File: src/design/asa_pkg.sv
package asa_pkg;

	// Default depth of the adjustment stack.
	localparam int unsigned MAX_ALLOCATIONS_DEF = 64;

	// Minimum gap left in front of every block.
	localparam int unsigned HEADER_BYTES = 1;

	localparam int unsigned ADDR_W = 32;
	localparam int unsigned ADJ_W  = 8;

	typedef enum logic [1:0] {
		ACT_ALLOC   = 2'd0,
		ACT_REALLOC = 2'd1,
		ACT_DEALLOC = 2'd2,
		ACT_NONE    = 2'd3
	} act_t;

	typedef enum logic [1:0] {
		STS_OK    = 2'd0,
		STS_SPACE = 2'd1,
		STS_STACK = 2'd2
	} sts_code_t;

	typedef enum logic [1:0] {
		S_IDLE = 2'd0,
		S_CALC = 2'd1,
		S_EXEC = 2'd2
	} state_t;

	// Controller to datapath.
	typedef struct packed {
		logic load;
		logic calc;
		logic exec;
	} ctrl_cmd_t;

	// Datapath to controller.
	typedef struct packed {
		logic out_busy;
	} dp_sts_t;

	// Smallest gap >= HEADER_BYTES that aligns the address to 2^lg.
	function automatic logic [ADJ_W-1:0] gap_for(input logic [7:0] addr_lo,
			input logic [2:0] lg);
		logic [8:0] mask;
		logic [8:0] adj;
		logic [8:0] need;
		logic [8:0] up;
		mask = (9'd1 << lg) - 9'd1;
		adj  = (9'd0 - {1'b0, addr_lo}) & mask;
		need = 9'd0;
		up   = 9'd0;
		if (adj < 9'(HEADER_BYTES)) begin
			need = 9'(HEADER_BYTES) - adj;
			up   = ((need + mask) >> lg) << lg;
			adj  = adj + up;
		end
		return adj[ADJ_W-1:0];
	endfunction

endpackage

File: src/design/asa_ctrl.sv
module asa_ctrl (
	input  logic                 clk,
	input  logic                 arst_n,
	input  logic                 in_valid,
	output logic                 in_ready,
	input  asa_pkg::dp_sts_t     sts,
	output asa_pkg::ctrl_cmd_t   cmd
);
	import asa_pkg::*;

	state_t state_q;
	state_t state_nxt;

	always_ff @(posedge clk or negedge arst_n) begin
		if (!arst_n) begin
			state_q <= S_IDLE;
		end else begin
			state_q <= state_nxt;
		end
	end

	always_comb begin
		state_nxt = state_q;
		case (state_q)
			S_IDLE: begin
				if (in_valid) state_nxt = S_CALC;
			end
			S_CALC: begin
				state_nxt = S_EXEC;
			end
			S_EXEC: begin
				if (!sts.out_busy) state_nxt = S_IDLE;
			end
			default: begin
				state_nxt = S_IDLE;
			end
		endcase
	end

	always_comb begin
		in_ready = 1'b0;
		cmd      = '0;
		case (state_q)
			S_IDLE: begin
				in_ready = 1'b1;
				cmd.load = in_valid;
			end
			S_CALC: begin
				cmd.calc = 1'b1;
			end
			S_EXEC: begin
				cmd.exec = !sts.out_busy;
			end
			default: begin
				in_ready = 1'b0;
			end
		endcase
	end

endmodule

File: src/design/asa_datapath.sv
module asa_datapath #(
	parameter int unsigned MAX_ALLOCATIONS = asa_pkg::MAX_ALLOCATIONS_DEF,
	parameter int unsigned CNT_W = $clog2(MAX_ALLOCATIONS + 1)
) (
	input  logic                      clk,
	input  logic                      arst_n,
	input  asa_pkg::ctrl_cmd_t        cmd,
	output asa_pkg::dp_sts_t          sts,
	input  logic [31:0]               pool_base,
	input  logic [31:0]               pool_bytes,
	input  logic [1:0]                action,
	input  logic [31:0]               block_address,
	input  logic [31:0]               byte_count,
	input  logic [2:0]                alignment_log2,
	output logic                      out_valid,
	input  logic                      out_ready,
	output logic [31:0]               result_address,
	output logic [1:0]                status,
	output logic [31:0]               old_size,
	output logic [31:0]               used_total,
	output logic [CNT_W-1:0]          live_count
);
	import asa_pkg::*;

	localparam int unsigned IDX_W = (MAX_ALLOCATIONS > 1) ? $clog2(MAX_ALLOCATIONS) : 1;

	// Request fields, held from accept to commit.
	act_t        action_q;
	logic [31:0] addr_q;
	logic [31:0] bytes_q;
	logic [2:0]  lg_q;

	// Allocator state.
	logic [CNT_W-1:0] count_q;
	logic [31:0]      top_off_q;
	logic [31:0]      used_q;

	// Adjustment stack.
	logic [ADJ_W-1:0] stack_mem [MAX_ALLOCATIONS];
	logic [ADJ_W-1:0] adj_rd_q;

	// Calculation stage.
	logic [31:0]      top_s1;
	logic [ADJ_W-1:0] adj_s1;
	logic [32:0]      used_adj_s1;
	logic [31:0]      top_off_adj_s1;
	logic [32:0]      end_s1;
	logic [32:0]      pool_end_s1;
	logic [31:0]      old_s1;

	logic [31:0]      top_c;

	// Commit results.
	logic [33:0]      alloc_sum;
	logic [31:0]      res_n;
	sts_code_t        sts_n;
	logic [31:0]      old_n;
	logic [31:0]      used_n;
	logic [31:0]      top_off_n;
	logic [CNT_W-1:0] count_n;
	logic             push;

	logic             out_valid_q;
	logic [31:0]      res_q;
	sts_code_t        sts_q;
	logic [31:0]      old_q;
	logic [31:0]      used_out_q;
	logic [CNT_W-1:0] cnt_out_q;

	always_ff @(posedge clk) begin
		if (cmd.load) begin
			action_q <= act_t'(action);
			addr_q   <= block_address;
			bytes_q  <= byte_count;
			lg_q     <= alignment_log2;
		end
	end

	assign top_c = pool_base + top_off_q;

	always_ff @(posedge clk) begin
		if (cmd.calc) begin
			top_s1         <= top_c;
			adj_s1         <= gap_for(top_c[7:0], lg_q);
			used_adj_s1    <= {1'b0, used_q} + {25'd0, gap_for(top_c[7:0], lg_q)};
			top_off_adj_s1 <= top_off_q + {24'd0, gap_for(top_c[7:0], lg_q)};
			end_s1         <= {1'b0, addr_q} + {1'b0, bytes_q};
			pool_end_s1    <= {1'b0, pool_base} + {1'b0, pool_bytes};
			old_s1         <= top_c - addr_q;
		end
	end

	// Read the top entry ahead of a possible pop.
	always_ff @(posedge clk) begin
		if (cmd.calc) begin
			adj_rd_q <= stack_mem[IDX_W'(count_q - CNT_W'(1))];
		end
		if (push) begin
			stack_mem[count_q[IDX_W-1:0]] <= adj_s1;
		end
	end

	assign alloc_sum = {1'b0, used_adj_s1} + {2'd0, bytes_q};

	always_comb begin
		res_n     = 32'd0;
		sts_n     = STS_OK;
		old_n     = 32'd0;
		used_n    = used_q;
		top_off_n = top_off_q;
		count_n   = count_q;
		push      = 1'b0;
		case (action_q)
			ACT_ALLOC: begin
				if (count_q >= CNT_W'(MAX_ALLOCATIONS)) begin
					sts_n = STS_STACK;
				end else if (alloc_sum > {2'd0, pool_bytes}) begin
					sts_n = STS_SPACE;
				end else begin
					res_n     = top_s1 + {24'd0, adj_s1};
					push      = cmd.exec;
					count_n   = count_q + CNT_W'(1);
					top_off_n = top_off_adj_s1 + bytes_q;
					used_n    = alloc_sum[31:0];
				end
			end
			ACT_REALLOC: begin
				if (count_q == '0) begin
					sts_n = STS_STACK;
				end else begin
					old_n = old_s1;
					if (end_s1 > pool_end_s1) begin
						sts_n = STS_SPACE;
					end else begin
						res_n     = addr_q;
						top_off_n = end_s1[31:0] - pool_base;
						used_n    = used_q + bytes_q - old_s1;
					end
				end
			end
			ACT_DEALLOC: begin
				if (addr_q != 32'd0) begin
					if (count_q == '0) begin
						sts_n = STS_STACK;
					end else begin
						count_n   = count_q - CNT_W'(1);
						used_n    = used_q - old_s1 - {24'd0, adj_rd_q};
						top_off_n = addr_q - {24'd0, adj_rd_q} - pool_base;
					end
				end
			end
			default: begin
				sts_n = STS_OK;
			end
		endcase
	end

	always_ff @(posedge clk or negedge arst_n) begin
		if (!arst_n) begin
			count_q   <= '0;
			top_off_q <= 32'd0;
			used_q    <= 32'd0;
		end else if (cmd.exec) begin
			count_q   <= count_n;
			top_off_q <= top_off_n;
			used_q    <= used_n;
		end
	end

	always_ff @(posedge clk or negedge arst_n) begin
		if (!arst_n) begin
			out_valid_q <= 1'b0;
		end else if (cmd.exec) begin
			out_valid_q <= 1'b1;
		end else if (out_ready) begin
			out_valid_q <= 1'b0;
		end
	end

	always_ff @(posedge clk) begin
		if (cmd.exec) begin
			res_q      <= res_n;
			sts_q      <= sts_n;
			old_q      <= old_n;
			used_out_q <= used_n;
			cnt_out_q  <= count_n;
		end
	end

	assign sts.out_busy  = out_valid_q && !out_ready;
	assign out_valid      = out_valid_q;
	assign result_address = res_q;
	assign status         = sts_q;
	assign old_size       = old_q;
	assign used_total     = used_out_q;
	assign live_count     = cnt_out_q;

endmodule

File: src/design/aligned_stack_allocator_top.sv
// LIFO bump allocator over a pool set by pool_base (0x0) and pool_bytes (0x4).
// Each request item on s_* allocates an aligned block, resizes or frees the top
// block, or does nothing, and yields exactly one result item on m_*. An item
// passes through accept, an address/adjustment stage that also reads the
// top of the adjustment stack memory into a register, and a commit step that
// updates the allocator state and loads the result register. The controller
// handles one item at a time, so no new item is accepted before the last one
// has committed; a stalled m_tready holds the commit until the result register frees,
// while a result waiting in that register does not block the next accept.
// The stack is undefined after reset and needs no clearing pass: an entry is
// used only after it was pushed. Write the pool registers only while idle.
module aligned_stack_allocator_top #(
	parameter int unsigned MAX_ALLOCATIONS = asa_pkg::MAX_ALLOCATIONS_DEF,
	parameter int unsigned CNT_W = $clog2(MAX_ALLOCATIONS + 1),
	parameter int unsigned OUT_W = ((96 + CNT_W + 7) / 8) * 8
) (
	input  logic             clk,
	input  logic             arst_n,
	// APB register port
	input  logic             psel,
	input  logic             penable,
	input  logic             pwrite,
	input  logic [2:0]       paddr,
	input  logic [31:0]      pwdata,
	output logic [31:0]      prdata,
	output logic             pready,
	// request items
	input  logic             s_tvalid,
	output logic             s_tready,
	input  logic [71:0]      s_tdata,  // block_address, byte_count, alignment_log2
	input  logic [1:0]       s_tuser,  // action
	// result items
	output logic             m_tvalid,
	input  logic             m_tready,
	output logic [OUT_W-1:0] m_tdata,  // result_address, old_size, used_total, live_count
	output logic [1:0]       m_tuser   // status
);
	import asa_pkg::*;

	localparam logic [2:0] ADDR_POOL_BASE  = 3'd0;
	localparam logic [2:0] ADDR_POOL_BYTES = 3'd4;

	logic [31:0]      pool_base_q;
	logic [31:0]      pool_bytes_q;
	logic             cfg_wr;

	ctrl_cmd_t        cmd;
	dp_sts_t          sts;

	logic [31:0]      result_address;
	logic [31:0]      old_size;
	logic [31:0]      used_total;
	logic [CNT_W-1:0] live_count;

	// Registers decode on bit 2 alone; the low bits are byte lanes.
	assign pready = 1'b1;
	assign cfg_wr = psel && penable && pwrite && pready;

	always_ff @(posedge clk or negedge arst_n) begin
		if (!arst_n) begin
			pool_base_q  <= 32'd0;
			pool_bytes_q <= 32'd0;
		end else if (cfg_wr) begin
			if (paddr[2] == ADDR_POOL_BYTES[2]) begin
				pool_bytes_q <= pwdata;
			end else begin
				pool_base_q <= pwdata;
			end
		end
	end

	always_comb begin
		if (paddr[2] == ADDR_POOL_BASE[2]) begin
			prdata = pool_base_q;
		end else begin
			prdata = pool_bytes_q;
		end
	end

	asa_ctrl u_ctrl (
		.clk      (clk),
		.arst_n   (arst_n),
		.in_valid (s_tvalid),
		.in_ready (s_tready),
		.sts      (sts),
		.cmd      (cmd)
	);

	asa_datapath #(
		.MAX_ALLOCATIONS (MAX_ALLOCATIONS),
		.CNT_W           (CNT_W)
	) u_datapath (
		.clk            (clk),
		.arst_n         (arst_n),
		.cmd            (cmd),
		.sts            (sts),
		.pool_base      (pool_base_q),
		.pool_bytes     (pool_bytes_q),
		.action         (s_tuser),
		.block_address  (s_tdata[31:0]),
		.byte_count     (s_tdata[63:32]),
		.alignment_log2 (s_tdata[66:64]),
		.out_valid      (m_tvalid),
		.out_ready      (m_tready),
		.result_address (result_address),
		.status         (m_tuser),
		.old_size       (old_size),
		.used_total     (used_total),
		.live_count     (live_count)
	);

	// Pack the result item; pad with zeros to whole bytes.
	always_comb begin
		m_tdata                = '0;
		m_tdata[31:0]          = result_address;
		m_tdata[63:32]         = old_size;
		m_tdata[95:64]         = used_total;
		m_tdata[96 +: CNT_W]   = live_count;
	end

`ifndef SYNTHESIS
	// One item in flight: no accept in the cycle after an accept.
	a_one_in_flight: assert property (@(posedge clk) disable iff (!arst_n)
		(s_tvalid && s_tready) |=> !s_tready)
		else $error("item accepted while another is in flight");

	// The live count never passes the stack depth.
	a_count_bound: assert property (@(posedge clk) disable iff (!arst_n)
		m_tvalid |-> (live_count <= CNT_W'(MAX_ALLOCATIONS)))
		else $error("live count beyond stack depth");

	// A failed request never returns an address.
	a_fail_null: assert property (@(posedge clk) disable iff (!arst_n)
		(m_tvalid && (m_tuser == STS_SPACE || m_tuser == STS_STACK))
		|-> (result_address == 32'd0))
		else $error("address returned on failure");
`endif

endmodule

File: config.mk
export PLATFORM = sky130hd
export DESIGN_NAME = aligned_stack_allocator_top
export DESIGN_NICKNAME = d
export VERILOG_FILES = /design/src/design/asa_pkg.sv /design/src/design/asa_ctrl.sv /design/src/design/asa_datapath.sv /design/src/design/aligned_stack_allocator_top.sv
export SDC_FILE = /design/constraint.sdc
export NUM_CORES = 2
export LEC_CHECK = 0
export BUFFER_PORTS_ARGS = -buffer_cell sky130_fd_sc_hd__buf_4
export CAP_MARGIN = 40
export CELL_PAD_IN_SITES_DETAIL_PLACEMENT = 2
export CELL_PAD_IN_SITES_GLOBAL_PLACEMENT = 2
export CORE_ASPECT_RATIO = 0.75
export CORE_MARGIN = 2
export CORE_UTILIZATION = 44
export CTS_BUF_LIST = sky130_fd_sc_hd__clkbuf_8 sky130_fd_sc_hd__clkbuf_16
export DETAILED_ROUTE_END_ITERATION = 6
export PLACE_DENSITY_LB_ADDON = 0.1
export SLEW_MARGIN = 30
export SYNTH_ARGS = -nofsm -noshare
export SYNTH_HDL_FRONTEND = slang
export SYNTH_HIERARCHICAL = 1
export SYNTH_SLANG_ARGS = --single-unit
export TNS_END_PERCENT = 20
File: constraint.sdc
create_clock -name clk -period 13.09 [get_ports clk]
set_clock_uncertainty 0.15 [all_clocks]
set_input_delay 2.618 -clock clk [delete_from_list [all_inputs] [get_ports clk]]
set_output_delay 2.618 -clock clk [all_outputs]
set_load 0.1 [all_outputs]
Yosys cells after proc, flatten, opt, wreduce, memory -nomap -nowiden
Memories as Yosys holds them, arrays and structs flattened. A register that Yosys moved wholly into a read port is not among the register bits.
Cells that the tools add are included.
{"block": "word_totals", "regBits": 515, "ramBits": 512, "input_bits": 116, "output_inout_bits": 141, "memories": 1}
{"memory": "u_datapath.stack_mem", "depth": 64, "word_bits": 8, "rd": 1, "rd_ports_with_merged_regs": 1, "wr": 1, "line": "asa_datapath.sv:39", "text": "logic [ADJ_W-1:0] stack_mem [MAX_ALLOCATIONS];"}
{"block": "op_classes", "n_addsub": 23, "order_cmp": 4, "n_eq_ne": 12, "shift": 3, "mux": 48, "bitwise": 3, "n_reduce_logical": 16}
{"op": "$mux 32", "count": 17}
{"op": "$pmux 32 s3", "count": 2}
{"op": "$sub 32x32->32", "count": 5}
{"op": "$add 32x32->32", "count": 3}
{"op": "$add 32x32->33", "count": 2}
{"op": "$add 32x8->32", "count": 2}
{"op": "$pmux 32 s2", "count": 1}
{"op": "$sub 32x8->32", "count": 2}
{"op": "$add 33x32->34", "count": 1}
{"op": "$gt 34x32->1", "count": 1}
{"op": "$add 32x8->33", "count": 1}
{"op": "$gt 33x33->1", "count": 1}
{"op": "$reduce_bool 32->1", "count": 1}
{"op": "$mux 7", "count": 4}
{"op": "$mux 8", "count": 2}
{"op": "$ne 2x2->1 const B", "count": 7}
{"op": "$pmux 7 s2", "count": 1}
{"op": "$mux 1", "count": 13}
{"op": "$mux 2", "count": 6}
{"op": "$pmux 2 s3", "count": 2}
{"op": "$add 9x9->9", "count": 1}
{"op": "$and 9x9->9", "count": 1}
{"op": "$lt 9x1->1 const B", "count": 1}
{"op": "$shl 1x3->9 const A", "count": 1}
{"op": "22 further kinds", "count": 31}

Depth between registers and ports, before layout
{"block": "logic_depth", "word_depth": 11, "ltp_mapped": 29, "depth_no_buf": 29}

Cells and area by module
Netlist, hierarchy kept.
{"mod": "asa_datapath", "instances": 1, "cells_each": 4926, "area_per_inst_um2": 58208.3, "seq_area_each_um2": 28737.6}
{"mod": "aligned_stack_allocator_top", "instances": 1, "cells_each": 176, "area_per_inst_um2": 2922.8, "seq_area_each_um2": 1601.5}
{"mod": "asa_ctrl", "instances": 1, "cells_each": 10, "area_per_inst_um2": 106.4, "seq_area_each_um2": 50.0}

Worst setup path after synthesis
No wires, ideal clock.
{"block": "synth_path", "path_kind": "input to register", "startpoint": "input port m_tready", "endpoint": "memory u_datapath.stack_mem[25][0], enable pin", "setup_ps": 370, "arrival_ps": 11836, "t_required_ps": 12570, "slack_ps": 734, "path_stages": 8, "path_buffers": 2, "cell_sequence": "nor2b_1 -> nor3b_1 -> clkbuf_1 -> inv_1 -> nor4_1 -> nand2b_1 -> clkbuf_1 -> nor2_1"}
{"element": "start, declared", "line": "aligned_stack_allocator_top.sv:34", "text": "input logic m_tready,"}
{"element": "end, declared", "line": "asa_datapath.sv:39"}

Final worst setup path
{"block": "layout_path", "startpoint": "register u_datapath.bytes_q[2]", "endpoint": "memory u_datapath.stack_mem[11][5], enable pin"}
{"block": "layout_between", "elab_chain_len": 7}
{"element": "start, declared", "line": "asa_datapath.sv:30", "text": "logic [31:0] bytes_q;"}
{"element": "start signal, assigned", "line": "asa_datapath.sv:74", "text": "bytes_q <= byte_count;"}
{"element": "$add 33x32->34", "line": "asa_datapath.sv:103", "text": "assign alloc_sum = {1'b0, used_adj_s1} + {2'd0, bytes_q};"}
{"element": "$gt 34x32->1", "line": "asa_datapath.sv:117", "text": "end else if (alloc_sum > {2'd0, pool_bytes}) begin"}
{"element": "$mux 1", "line": "asa_datapath.sv:117"}
{"element": "$mux 1", "line": "asa_datapath.sv:115", "text": "if (count_q >= CNT_W'(MAX_ALLOCATIONS)) begin"}
{"element": "$mux 1", "line": "asa_datapath.sv:113", "text": "case (action_q)"}
{"element": "$mux 1", "line": "asa_datapath.sv:98", "text": "if (push) begin"}
{"element": "$mux 1 (not written as such)", "line": "asa_datapath.sv:99", "text": "stack_mem[count_q[IDX_W-1:0]] <= adj_s1;"}
No other way between the ends.

==> flow_metrics.py <==
metrics = {
    "placement": {
        "dp.cells": 7149,
        "portBuffers": 247,
        "gp_congestion": 0.910,
        "dp_slack_ns": 4.56,
        "postPlaceCellArea_um2": 65500,
        "hpwl_mm": 180,
    },
    "timing": {
        "relSlewSlack": 0.361,
        "post-route-min-period_ns": 8.66,
        "holdWs_ns": 0.369,
        "setup_violations": 0,
        "slew_viol_final": 0,
        "rsz0062_at_grt": "no",
        "setup_ws_ns": 4.43,
        "worstMarginPinSlew_ns": 0.958,
        "fmax_mhz": 115,
        "finalSetupTns_ns": 0,
        "post-route-period-util": 0.662,
        "hold_viol": 0,
    },
    "layout": {
        "stdcell_area_um2": 69600,
        "final_util": 0.504,
        "layout-drive-gt1-share": 0.152,
        "regArea_um2": 30400,
        "final_cell_count_no_fill": 7404,
        "multi_input_area_um2": 28600,
        "nets": 6097,
        "nFillCells": 13400,
        "area_growth_pct": 13.7,
    },
    "cts": {
        "clock-sinks": 1035,
        "clk-insertion-delay-late_ns": 0.75,
        "cts_setup_buffers": 0,
        "root_buffer": "clkbuf_16",
        "cts_tree": "yes",
        "cts_buffer_depth": 3,
        "cts.clk_slew.worst_paths_ns": 0.07,
        "numCtsBuffers": 109,
        "cts.hold.buffers_added": 0,
        "htreeDepth": 3,
        "post_cts_resized": 0,
    },
    "power": {
        "finalPower_mw": 21.7,
        "irDropWorstVdd_mv": 0.171,
        "p_per_area_nw_per_um2": 312,
        "p_leak_nw": 27.8,
    },
    "floorplan": {
        "die_height_um": 327,
        "fp-row-count": 118,
        "core_um2": 138000,
        "dieArea_um2": 142000,
        "start_util": 0.444,
        "num_io_pins": 257,
        "dieWidth_um": 435,
    },
    "logic_synthesis": {
        "synth_common_cells": "edfxtp_1, ha_1, inv_1",
        "syn-num-nets": 5762,
        "ys_top_cells_by_area": "edfxtp_1, ha_1, mux4_2",
        "synth-seq-cells": 1035,
        "synth_ff_type": "edfxtp_1",
        "syn_inst": 5112,
        "synth_xor_area_frac": 0.0565,
        "synth_top_area_share": 0.440,
        "synth_adder_area_share": 0.116,
        "ys_seq_area_frac": 0.496,
        "synth_top_family_by_area": "compound AO/OA/AOI/OAI gates",
        "synth_area_leader_cell": "edfxtp_1",
        "yosys.cell_count.top_type": "edfxtp_1",
        "syn-mean-instance-area_um2": 12.0,
        "synth_edf_count": 897,
        "synth_compound_area_frac": 0.123,
        "syn-cell-area_um2": 61200,
        "synth_simple_gate_area_share": 0.0871,
        "yosysUniqueCellTypes": 95,
        "async_flop_share": 0.133,
        "ys_warn_count": 6,
        "synth.area.mux_share": 0.0828,
    },
    "critical_path": {
        "critPathBufInv": 1,
        "cp_data_arrival_time_ns": 8.88,
        "reg2reg_depth": 23,
        "critPathSlowestCell": "nor2_1",
        "cp.depth": 23,
        "cp-start-kind": "register",
        "critPathMaxFanout": 8,
        "cpLargestDelayFamily": "simple AND/OR/NAND/NOR gates",
        "path_class": "reg -> reg",
        "slowest_delay_ns": 0.97,
        "critical_path_required_ns": 13.31,
        "cp-end-kind": "register",
        "cp_cell_sequence": "ha_1, o211ai_1, o211ai_1, a211oi_2, o21bai_1, o31ai_1, nor2_1, a211oi_1, o21bai_1, xor2_1, ha_1, nand4_2, nor4_2, nand2_1, o41ai_2, o21a_1, o31ai_2, buf_4, nor3_1, nand2b_1, nor3_1, nand3_1, nor2_1",
    },
    "route": {
        "routed-via-count": 46500,
        "drtIter0Drc": 5101,
        "drt-wirelength-per-cell_um": 32.6,
        "drc": 0,
        "routed_wl_mm": 241,
        "vias_per_cell": 6.28,
        "antenna_left": 0,
        "drtPass1Iterations": 5,
    },
    "run_status": {
        "status": "complete, no violations",
    },
    "flow_run": {
        "drv_cap": 0,
    },
    "global_route": {
        "grt_pass1_vias": 48000,
        "grt_antenna_before_repair": 21,
        "grt_overflow": 0,
        "grt_max_degree": 98,
        "grt_first_pass_wirelength_mm": 341,
        "gr-usage-all-layers": 0.330,
    },
    "worst_hold_path": {
        "whs_path_depth": 2,
        "hold_class": "reg -> reg",
    },
}
worst reg2reg max path, cell delays in order (launching register included):
cell and delay (ns):
edfxtp_1 0.58, ha_1 0.46, o211ai_1 0.34, o211ai_1 0.22
a211oi_2 0.46, o21bai_1 0.19, o31ai_1 0.38, nor2_1 0.10
a211oi_1 0.36, o21bai_1 0.13, xor2_1 0.40, ha_1 0.23
nand4_2 0.15, nor4_2 0.33, nand2_1 0.23, o41ai_2 0.48
o21a_1 0.19, o31ai_2 0.07, buf_4 0.19, nor3_1 0.45
nand2b_1 0.22, nor3_1 0.29, nand3_1 0.72, nor2_1 0.98
sequential cells by signal, indices dropped and copies added (netlist names), 8 cells and up:
name and count:
u_datapath/old_size 32, u_datapath/stack_mem 512, u_datapath/used_total 32, pool_bytes_q 32, u_datapath/end_s1 33, u_datapath/top_s1 32, u_datapath/result_address 32, u_datapath/top_off_q 32
u_datapath/pool_end_s1 33, pool_base_q 32, u_datapath/used_q 32, u_datapath/adj_rd_q 8, u_datapath/old_s1 32, u_datapath/bytes_q 32, u_datapath/used_adj_s1 33, u_datapath/addr_q 32
u_datapath/adj_s1 8, u_datapath/top_off_adj_s1 32
cells by family (layout without fill, tap and decap cells):
| kind of cell | count (synthesis) | in the layout |
|---|---|---|
| AO/OA/AOI/OAI | 1153 | 1153 |
| buffers and inverters | 610 | 1039 |
| multiplexers | 273 | 273 |
| flip-flops | 1035 | 1035 |
| other | 3 | 6 |
| XOR/XNOR | 395 | 395 |
| adder cells (fa/ha/maj) | 534 | 534 |
| AND/OR/NAND/NOR | 1109 | 1109 |
layout by cell type, fill, tap and decap left out, drive strengths merged, types with 121 or more instances in the layout:
master | synthesis | final
xnor2 | 274 | 274
dfrtp | 138 | 138
a21oi | 324 | 324
xor2 | 121 | 121
inv | 472 | 502
nand2 | 278 | 278
a21o | 142 | 142
nor2 | 340 | 340
clkbuf | 102 | 142
mux4 | 168 | 168
o21ai | 231 | 231
edfxtp | 897 | 897
buf | 35 | 344
ha | 476 | 476
worst paths after layout:
path	start	to	slack (ns)
max in group asynchronous	arst_n	pool_base_q[3]	9.79
max	u_datapath/bytes_q[2]	u_datapath/stack_mem[11][5]	4.43
min	u_datapath/used_q[20]	u_datapath/used_q[20]	0.37
min in group asynchronous	arst_n	u_datapath/used_q[28]	1.64
max reg2reg	u_datapath/bytes_q[2]	u_datapath/stack_mem[11][5]	4.43
min reg2reg	u_datapath/used_q[20]	u_datapath/used_q[20]	0.37
final cells by class:
class                   instances  area share
clock buffers                 126      0.0430
flip-flops and latches       1035       0.436
diodes                          3    0.000108
multi-input cells            3467       0.410
repair buffers                361      0.0426
well taps                    1860      0.0334
inverters                     473      0.0255
clock inverters                79     0.00848
power breakdown:
part           internal (mW)  total [mW]  switching [mW]  leakage (nW)
logic                   4.85        13.2            8.33          16.0
clock network           1.77        3.20            1.43          1.87
registers               4.65        5.37           0.725          9.92
per-layer routing:
layer  vias up  wire (µm)  part of all wire  track usage
li1      19700          -                 -            -
met2      2154     105000              0.43        0.489
met5         -          0                 0            0
met1     24300     107000              0.44        0.491
met3       387      20000             0.083       0.0478
met4         0       9610             0.040        0.119
No activity file was read; power rests on OpenSTA's default activity.
